$ cat src/msci_pkg.sv
// msci_pkg: shared constants and types for the marching squares case index block
// no dependencies; used by the channel interfaces, the top level and its checker
package msci_pkg;

  localparam int MAX_GRID_COLS = 256;
  localparam int MAX_GRID_ROWS = 256;

  localparam int CHAN_W  = 8;
  localparam int CELL_W  = 8;
  localparam int CASE_W  = 4;
  localparam int SIZE_W  = 9;
  localparam int THR_W   = 8;
  localparam int COL_W   = $clog2(MAX_GRID_COLS + 1);
  localparam int ROW_W   = $clog2(MAX_GRID_ROWS + 1);
  localparam int LB_DEPTH = MAX_GRID_COLS + 1;
  localparam int SUM_W   = CHAN_W + 2;

  localparam int APB_AW  = 4;
  localparam int APB_DW  = 32;

  localparam logic [1:0] REG_GRID_COLS = 2'd0;
  localparam logic [1:0] REG_GRID_ROWS = 2'd1;
  localparam logic [1:0] REG_THRESHOLD = 2'd2;

  localparam logic [SIZE_W-1:0] GRID_COLS_RST = SIZE_W'(256);
  localparam logic [SIZE_W-1:0] GRID_ROWS_RST = SIZE_W'(256);
  localparam logic [THR_W-1:0]  THRESHOLD_RST = THR_W'(200);

  typedef struct packed {
    logic              res;
    logic [CELL_W-1:0] row;
    logic [CELL_W-1:0] col;
    logic              br;
    logic              bl;
  } lookup_stage_t;

endpackage

$ cat src/msci_if.sv
// msci_if: valid/ready channel interfaces for grid-point pixels and cell results
// depends on msci_pkg for field widths
interface msci_pixel_if;
  import msci_pkg::*;
  logic              valid;
  logic              ready;
  logic [CHAN_W-1:0] red;
  logic [CHAN_W-1:0] green;
  logic [CHAN_W-1:0] blue;
  modport source (output valid, red, green, blue, input ready);
  modport sink   (input valid, red, green, blue, output ready);
endinterface

interface msci_cell_if;
  import msci_pkg::*;
  logic              valid;
  logic              ready;
  logic [CELL_W-1:0] cell_row;
  logic [CELL_W-1:0] cell_col;
  logic [CASE_W-1:0] case_index;
  modport source (output valid, cell_row, cell_col, case_index, input ready);
  modport sink   (input valid, cell_row, cell_col, case_index, output ready);
endinterface

$ cat src/marching_squares_case_index.sv
// marching_squares_case_index: thresholds grid-point pixels and emits cell case indexes
// depends on msci_pkg and the channel interfaces in msci_if.sv
// a result passes the lookup stage and output register after its bottom-right corner transaction
// one pixel per cycle unless result stalls; bit line buffer has one read and one write port
// reset: position, left bit and pipeline cleared, registers to defaults; the line buffer
//   is not cleared and the first point row never reads it for a result
module marching_squares_case_index (
  input  logic                       clk,
  input  logic                       rst,
  msci_pixel_if.sink                 pix,
  msci_cell_if.source                result,
  input  logic                       psel,
  input  logic                       penable,
  input  logic                       pwrite,
  input  logic [msci_pkg::APB_AW-1:0] paddr,
  input  logic [msci_pkg::APB_DW-1:0] pwdata,
  output logic [msci_pkg::APB_DW-1:0] prdata,
  output logic                       pready
);
  import msci_pkg::*;

  logic [SIZE_W-1:0] grid_cols;
  logic [SIZE_W-1:0] grid_rows;
  logic [THR_W-1:0]  threshold;

  logic [ROW_W-1:0] point_row;
  logic [COL_W-1:0] point_col;
  logic             left_bit;
  logic             last_tr;

  logic             pend_valid;
  logic [COL_W-1:0] pend_addr;
  logic             pend_bit;

  logic          lb_mem [LB_DEPTH];
  logic          lb_rdata;
  logic          lb_we;
  logic [COL_W-1:0] lb_waddr;
  logic          lb_wdata;

  logic          s1_valid;
  lookup_stage_t s1;
  lookup_stage_t s1_next;
  logic          s1_adv;

  logic              out_valid;
  logic [CELL_W-1:0] out_row;
  logic [CELL_W-1:0] out_col;
  logic [CASE_W-1:0] out_case;

  logic              acc;
  logic              cfg_we;
  logic [COL_W-1:0]  cols_eff;
  logic [ROW_W-1:0]  rows_eff;
  logic [SUM_W-1:0]  pix_sum;
  logic [SUM_W-1:0]  pix_lim;
  logic              pix_bit;
  logic [ROW_W-1:0]  row_a;
  logic [ROW_W-1:0]  row_b;
  logic [ROW_W-1:0]  row_c;
  logic [COL_W-1:0]  col_c;
  logic [ROW_W-1:0]  row_inc;
  logic              col_last;

  // configuration port
  assign pready = 1'b1;
  assign cfg_we = psel && penable && pwrite && pready;

  always_ff @(posedge clk) begin
    if (rst) begin
      grid_cols <= GRID_COLS_RST;
      grid_rows <= GRID_ROWS_RST;
      threshold <= THRESHOLD_RST;
    end else if (cfg_we) begin
      case (paddr[3:2])
        REG_GRID_COLS: grid_cols <= pwdata[SIZE_W-1:0];
        REG_GRID_ROWS: grid_rows <= pwdata[SIZE_W-1:0];
        REG_THRESHOLD: threshold <= pwdata[THR_W-1:0];
        default: ;
      endcase
    end
  end

  always_comb begin
    unique case (paddr[3:2])
      REG_GRID_COLS: prdata = APB_DW'(grid_cols);
      REG_GRID_ROWS: prdata = APB_DW'(grid_rows);
      REG_THRESHOLD: prdata = APB_DW'(threshold);
      default:       prdata = '0;
    endcase
  end

  // size clamping and pixel threshold: mean <= thr is sum <= 3*thr + 2
  always_comb begin
    if (grid_cols == '0)
      cols_eff = COL_W'(1);
    else if (grid_cols > SIZE_W'(MAX_GRID_COLS))
      cols_eff = COL_W'(MAX_GRID_COLS);
    else
      cols_eff = COL_W'(grid_cols);
    if (grid_rows == '0)
      rows_eff = ROW_W'(1);
    else if (grid_rows > SIZE_W'(MAX_GRID_ROWS))
      rows_eff = ROW_W'(MAX_GRID_ROWS);
    else
      rows_eff = ROW_W'(grid_rows);
  end

  assign pix_sum = SUM_W'(pix.red) + SUM_W'(pix.green) + SUM_W'(pix.blue);
  assign pix_lim = SUM_W'(threshold) + {1'b0, threshold, 1'b0} + SUM_W'(2);
  assign pix_bit = (pix_sum <= pix_lim);

  // effective position of the incoming point
  always_comb begin
    row_a = (point_row > rows_eff) ? '0 : point_row;
    row_b = ((ROW_W+1)'(row_a) + 1'b1 > (ROW_W+1)'(rows_eff)) ? '0 : row_a + 1'b1;
    if (point_col > cols_eff) begin
      col_c = '0;
      row_c = row_b;
    end else begin
      col_c = point_col;
      row_c = row_a;
    end
    row_inc  = ((ROW_W+1)'(row_c) + 1'b1 > (ROW_W+1)'(rows_eff)) ? '0 : row_c + 1'b1;
    col_last = (col_c >= cols_eff);
  end

  assign s1_adv    = s1_valid && (!s1.res || !out_valid || result.ready);
  assign pix.ready = !rst && (!s1_valid || s1_adv);
  assign acc       = pix.valid && pix.ready;

  always_comb begin
    s1_next.res = (col_c != '0) && (row_c != '0);
    s1_next.row = CELL_W'(row_c - 1'b1);
    s1_next.col = CELL_W'(col_c - 1'b1);
    s1_next.br  = pix_bit;
    s1_next.bl  = left_bit;
  end

  // line buffer write: left neighbor on the fly, row-end point from a register in the next cycle
  always_comb begin
    if (acc && (col_c != '0)) begin
      lb_we    = 1'b1;
      lb_waddr = col_c - 1'b1;
      lb_wdata = left_bit;
    end else begin
      lb_we    = pend_valid;
      lb_waddr = pend_addr;
      lb_wdata = pend_bit;
    end
  end

  always_ff @(posedge clk) begin
    if (lb_we) lb_mem[lb_waddr] <= lb_wdata;
    if (acc) lb_rdata <= lb_mem[col_c];
  end

  always_ff @(posedge clk) begin
    if (rst) begin
      point_row  <= '0;
      point_col  <= '0;
      left_bit   <= 1'b0;
      pend_valid <= 1'b0;
    end else begin
      pend_valid <= acc && col_last;
      if (acc) begin
        if (col_last) begin
          left_bit  <= 1'b0;
          point_col <= '0;
          point_row <= row_inc;
        end else begin
          left_bit  <= pix_bit;
          point_col <= col_c + 1'b1;
          point_row <= row_c;
        end
      end
    end
  end

  always_ff @(posedge clk) begin
    if (acc && col_last) begin
      pend_addr <= col_c;
      pend_bit  <= pix_bit;
    end
  end

  // lookup stage and output register
  always_ff @(posedge clk) begin
    if (rst) begin
      s1_valid  <= 1'b0;
      out_valid <= 1'b0;
      last_tr   <= 1'b0;
    end else begin
      if (acc)
        s1_valid <= 1'b1;
      else if (s1_adv)
        s1_valid <= 1'b0;
      if (s1_adv)
        last_tr <= lb_rdata;
      if (s1_adv && s1.res)
        out_valid <= 1'b1;
      else if (result.ready)
        out_valid <= 1'b0;
    end
  end

  always_ff @(posedge clk) begin
    if (acc) s1 <= s1_next;
    if (s1_adv && s1.res) begin
      out_row  <= s1.row;
      out_col  <= s1.col;
      out_case <= {last_tr, lb_rdata, s1.br, s1.bl};
    end
  end

  assign result.valid      = out_valid;
  assign result.cell_row   = out_row;
  assign result.cell_col   = out_col;
  assign result.case_index = out_case;

endmodule

$ cat src/flat_wrapper.sv
// flat-port wrapper written by rule: the top's interface ports become plain ports
module marching_squares_case_index_flat import msci_pkg::*;
  (clk, rst, psel, penable, pwrite, paddr, pwdata, prdata, pready, pix_valid, pix_red, pix_green, pix_blue, pix_ready, result_valid, result_cell_row, result_cell_col, result_case_index, result_ready);
  msci_pixel_if pix_i ();
  msci_cell_if result_i ();
  input  logic clk;
  input  logic rst;
  input  logic psel;
  input  logic penable;
  input  logic pwrite;
  input  logic [msci_pkg::APB_AW-1:0] paddr;
  input  logic [msci_pkg::APB_DW-1:0] pwdata;
  output logic [msci_pkg::APB_DW-1:0] prdata;
  output logic pready;
  input wire logic [$bits(pix_i.valid)-1:0] pix_valid;
  input wire logic [$bits(pix_i.red)-1:0] pix_red;
  input wire logic [$bits(pix_i.green)-1:0] pix_green;
  input wire logic [$bits(pix_i.blue)-1:0] pix_blue;
  output wire logic [$bits(pix_i.ready)-1:0] pix_ready;
  output wire logic [$bits(result_i.valid)-1:0] result_valid;
  output wire logic [$bits(result_i.cell_row)-1:0] result_cell_row;
  output wire logic [$bits(result_i.cell_col)-1:0] result_cell_col;
  output wire logic [$bits(result_i.case_index)-1:0] result_case_index;
  input wire logic [$bits(result_i.ready)-1:0] result_ready;
  assign pix_i.valid = pix_valid;
  assign pix_i.red = pix_red;
  assign pix_i.green = pix_green;
  assign pix_i.blue = pix_blue;
  assign pix_ready = pix_i.ready;
  assign result_valid = result_i.valid;
  assign result_cell_row = result_i.cell_row;
  assign result_cell_col = result_i.cell_col;
  assign result_case_index = result_i.case_index;
  assign result_i.ready = result_ready;
  marching_squares_case_index u_core (.clk(clk), .rst(rst), .pix(pix_i), .result(result_i), .psel(psel), .penable(penable), .pwrite(pwrite), .paddr(paddr), .pwdata(pwdata), .prdata(prdata), .pready(pready));
endmodule
$ cat config.mk
export PLATFORM = sky130hd
export DESIGN_NAME = marching_squares_case_index_flat
export DESIGN_NICKNAME = d
export VERILOG_FILES = /design/src/msci_pkg.sv /design/src/msci_if.sv /design/src/marching_squares_case_index.sv /design/src/flat_wrapper.sv
export SDC_FILE = /design/constraint.sdc
export NUM_CORES = 1
export LEC_CHECK = 0
export ABC_AREA = 1
export BUFFER_PORTS_ARGS = -buffer_cell sky130_fd_sc_hd__buf_2
export CAP_MARGIN = 40
export CORE_AREA = 2 2 209 211
export DETAILED_ROUTE_END_ITERATION = 10
export DIE_AREA = 0 0 211 213
export GPL_TIMING_DRIVEN = 0
export HOLD_SLACK_MARGIN = 0.12
export SLEW_MARGIN = 40
export SYNTH_ARGS = -nofsm -noshare
export SYNTH_HDL_FRONTEND = slang
export SYNTH_SLANG_ARGS = --single-unit
$ cat constraint.sdc
create_clock -name clk -period 13.15 [get_ports clk]
set_clock_uncertainty 0.1 [all_clocks]
set_input_delay 1.315 -clock clk [delete_from_list [all_inputs] [get_ports clk]]
set_output_delay 1.315 -clock clk [all_outputs]
set_load 0.005 [all_outputs]
==> flow_summary.json <==
{
  "status": "completed",
  "power.density_mw_per_mm2": 119,
  "antenna_found_initial": 0,
  "ys_warn_count": 0,
  "start_kind": "flip-flop",
  "clk_latency_ns": 0.59,
  "drive_above_1_share_pct": 10.8,
  "maxCapViolations": 0,
  "met3_length_um": 5040,
  "core_area_mm2": 0.0427,
  "rr_worst_depth": 45,
  "path_class": "flip-flop to flip-flop",
  "max_freq_mhz": 133,
  "syn_to_final_growth_pct": 13.4,
  "layout.nets": 2414,
  "timing.rr.end": "u_core.point_row[7]",
  "ys_seq_elements": 356,
  "startpoint": "u_core.grid_rows[4]",
  "utilization_pct": 50.5,
  "synth-edff-count": 307,
  "wire_per_inst_um": 20.4,
  "finalSetupTns_ns": 0,
  "slew_violations": 0,
  "leakage_nw": 8.54,
  "fillers": 4033,
  "portBuffers": 72,
  "grt_pass1_wl_um": 87100,
  "cts.sinks": 356,
  "holdWs_ns": 0.316,
  "cp.depth": 45,
  "min_period_ns": 7.54,
  "num_rows": 76,
  "grt_max_degree": 66,
  "htree_num_levels": 2,
  "post-cts-setup-buffers": 0,
  "clk_path_buf_depth": 3,
  "die_x_um": 211,
  "cts_tree": "yes",
  "critical_path_arrival_ns": 7.94,
  "tightest_slew_ns": 0.988,
  "placed_cells": 2755,
  "post-dp-hpwl_um": 39900,
  "cp.required_ns": 13.55,
  "ios": 122,
  "root_buffer": "clkbuf_16",
  "diodes": 0,
  "die_y_um": 213,
  "final_cell_mix": "nand2_1, nor2_1, edfxtp_1",
  "final_common_cell": "nand2_1",
  "async_flop_share_pct": 0,
  "drc_errors": 0,
  "cts_buffers": 41,
  "drt-total-wl_um": 57700,
  "syn_area_mm2": 0.0190,
  "crit_slowest_cell": "o21ai_0",
  "drtIter0Drc": 1642,
  "ant_nets": 0,
  "syn_area_per_cell_um2": 9.01,
  "worstSetupEndpoint": "u_core.point_row[7]",
  "final_cells": 2831,
  "via_per_inst": 5.49,
  "grt-ovfl-total": 0,
  "relSlewSlack_pct": 34.2,
  "crit_family": "simple AND/OR/NAND/NOR gates",
  "hold_viol_final": 0,
  "timing.reg2reg.setup_slack_ns": 5.61,
  "track_usage_pct": 26.0,
  "ctsHoldBuffers": 0,
  "wl_met1_um": 22600,
  "grt_pass1_vias": 14700,
  "post_cts_resized": 0,
  "slowest_delay_ns": 0.58,
  "yosysSeqAreaShare_pct": 53.6,
  "vias": 15500,
  "hold_path.class": "flip-flop to flip-flop",
  "ys.flop_type": "edfxtp_1",
  "fin_area_mm2": 0.0216,
  "endpoint_kind": "flip-flop",
  "placed_area_mm2": 0.0202,
  "critPathBufInv": 8,
  "rsz0062_at_grt": "false",
  "r2r_start": "u_core.grid_rows[4]",
  "syn_inst": 2110,
  "fin_crit_sh_pct": 57.3,
  "path_clk_slew_ns": 0.06,
  "gp_routability_congestion": 0.910,
  "irDropWorstVdd_uv": 111,
  "start_util_pct": 44.5,
  "yosys.cell_types.count": 48,
  "setup_violations": 0,
  "top_layer_used": "met4",
  "first_pass_iters": 5,
  "crit_fanout": 9,
  "die_area_mm2": 0.0449,
  "met2WireLength_um": 27600
}
## power breakdown
part | total, W | switching [W] | internal [W]
Clock | 0.00112 | 0.000468 | 0.000648
Sequential | 0.00123 | 0.00000400 | 0.00123
Combinational | 0.000218 | 0.000143 | 0.0000744
Total | 0.00256 | 0.000616 | 0.00195
## cells by family after synthesis
kind of cell             synth area share [%]
AND/OR/NAND/NOR                          22.0
flip-flops                               53.6
adder cells (fa/ha/maj)                  6.30
XOR/XNOR                                 1.66
other                                  0.0395
AO/OA/AOI/OAI                            8.65
buffers and inverters                    7.74
## stage by stage
step	worst slack [ns]	total power, W
3_5_place_dp	5.76	0.00147
4_1_cts	5.73	0.00258
5_1_grt	4.77	0.00264
3_3_place_gp	2.19	0.00147
2_1_floorplan	5.99	0.00140
6_report	5.61	0.00256
## state kept, by name, indices dropped and copies added, names as in the netlist, 4 cells and up
signal and count:
u_core.pend_addr 9, u_core.lb_mem 257, u_core.grid_rows 9, u_core.result.case_index 4
u_core.point_col 9, u_core.s1 19, u_core.result.cell_row 8, u_core.threshold 8
u_core.point_row 9, u_core.grid_cols 9, u_core.result.cell_col 8
## cell type report
cell class,instances,area [um^2],area share [%]
flip-flops and latches,356,10200,47.3
multi-input cells,1419,7430,34.5
clock buffers,60,1180,5.49
inverters,237,893,4.14
well taps,546,683,3.17
plain buffers,120,593,2.75
repair buffers,78,459,2.13
clock inverters,15,123,0.569
## cell usage after synthesis (4+ instances only)
library cell    n  area share, %
clkbuf_1       63            1.2
inv_1         218            4.3
xnor2_1        12           0.55
nand2_2         5           0.16
buf_2          25           0.66
buf_1           7           0.14
nand4_1        15           0.49
o21ai_2         6           0.28
nor2_1        353            7.0
buf_4          24           0.95
ha_1           91            6.0
clkinv_1        4          0.079
nor3_2          5           0.26
nand3_1       166            4.4
inv_2          13           0.26
a22oi_1         6           0.24
nand2_1       420            8.3
nor3_1         10           0.26
nor2_2         10           0.33
edfxtp_1      307             48
o21ai_0        65            1.7
o22ai_1         4           0.13
o211ai_1       95            3.8
xor2_1         24            1.1
a21oi_1        72            1.9
dfxtp_1        49            5.2
## routing by layer
layer  vias to the layer above  global-route usage (%)
met2                       711                    44.4
met4                         0                    12.2
met5                         -                       0
li1                       7325                       -
met1                      7360                    32.6
met3                       146                    3.62
## how the worst min path moves through the flow
stage	startpoint	endpoint	slack, ns	cells after the start
floorplan	u_core.s1[0]	u_core.result.case_index[0]	0.30	0
global placement	u_core.s1[17]	u_core.result.cell_row[7]	0.30	0
detailed placement	u_core.s1[4]	u_core.result.cell_col[2]	0.31	0
CTS	u_core.s1[4]	u_core.result.cell_col[2]	0.32	0
global route	u_core.s1[17]	u_core.result.cell_row[7]	0.33	0
finish	u_core.s1[4]	u_core.result.cell_col[2]	0.32	0
(Power assumes the default switching activity.)
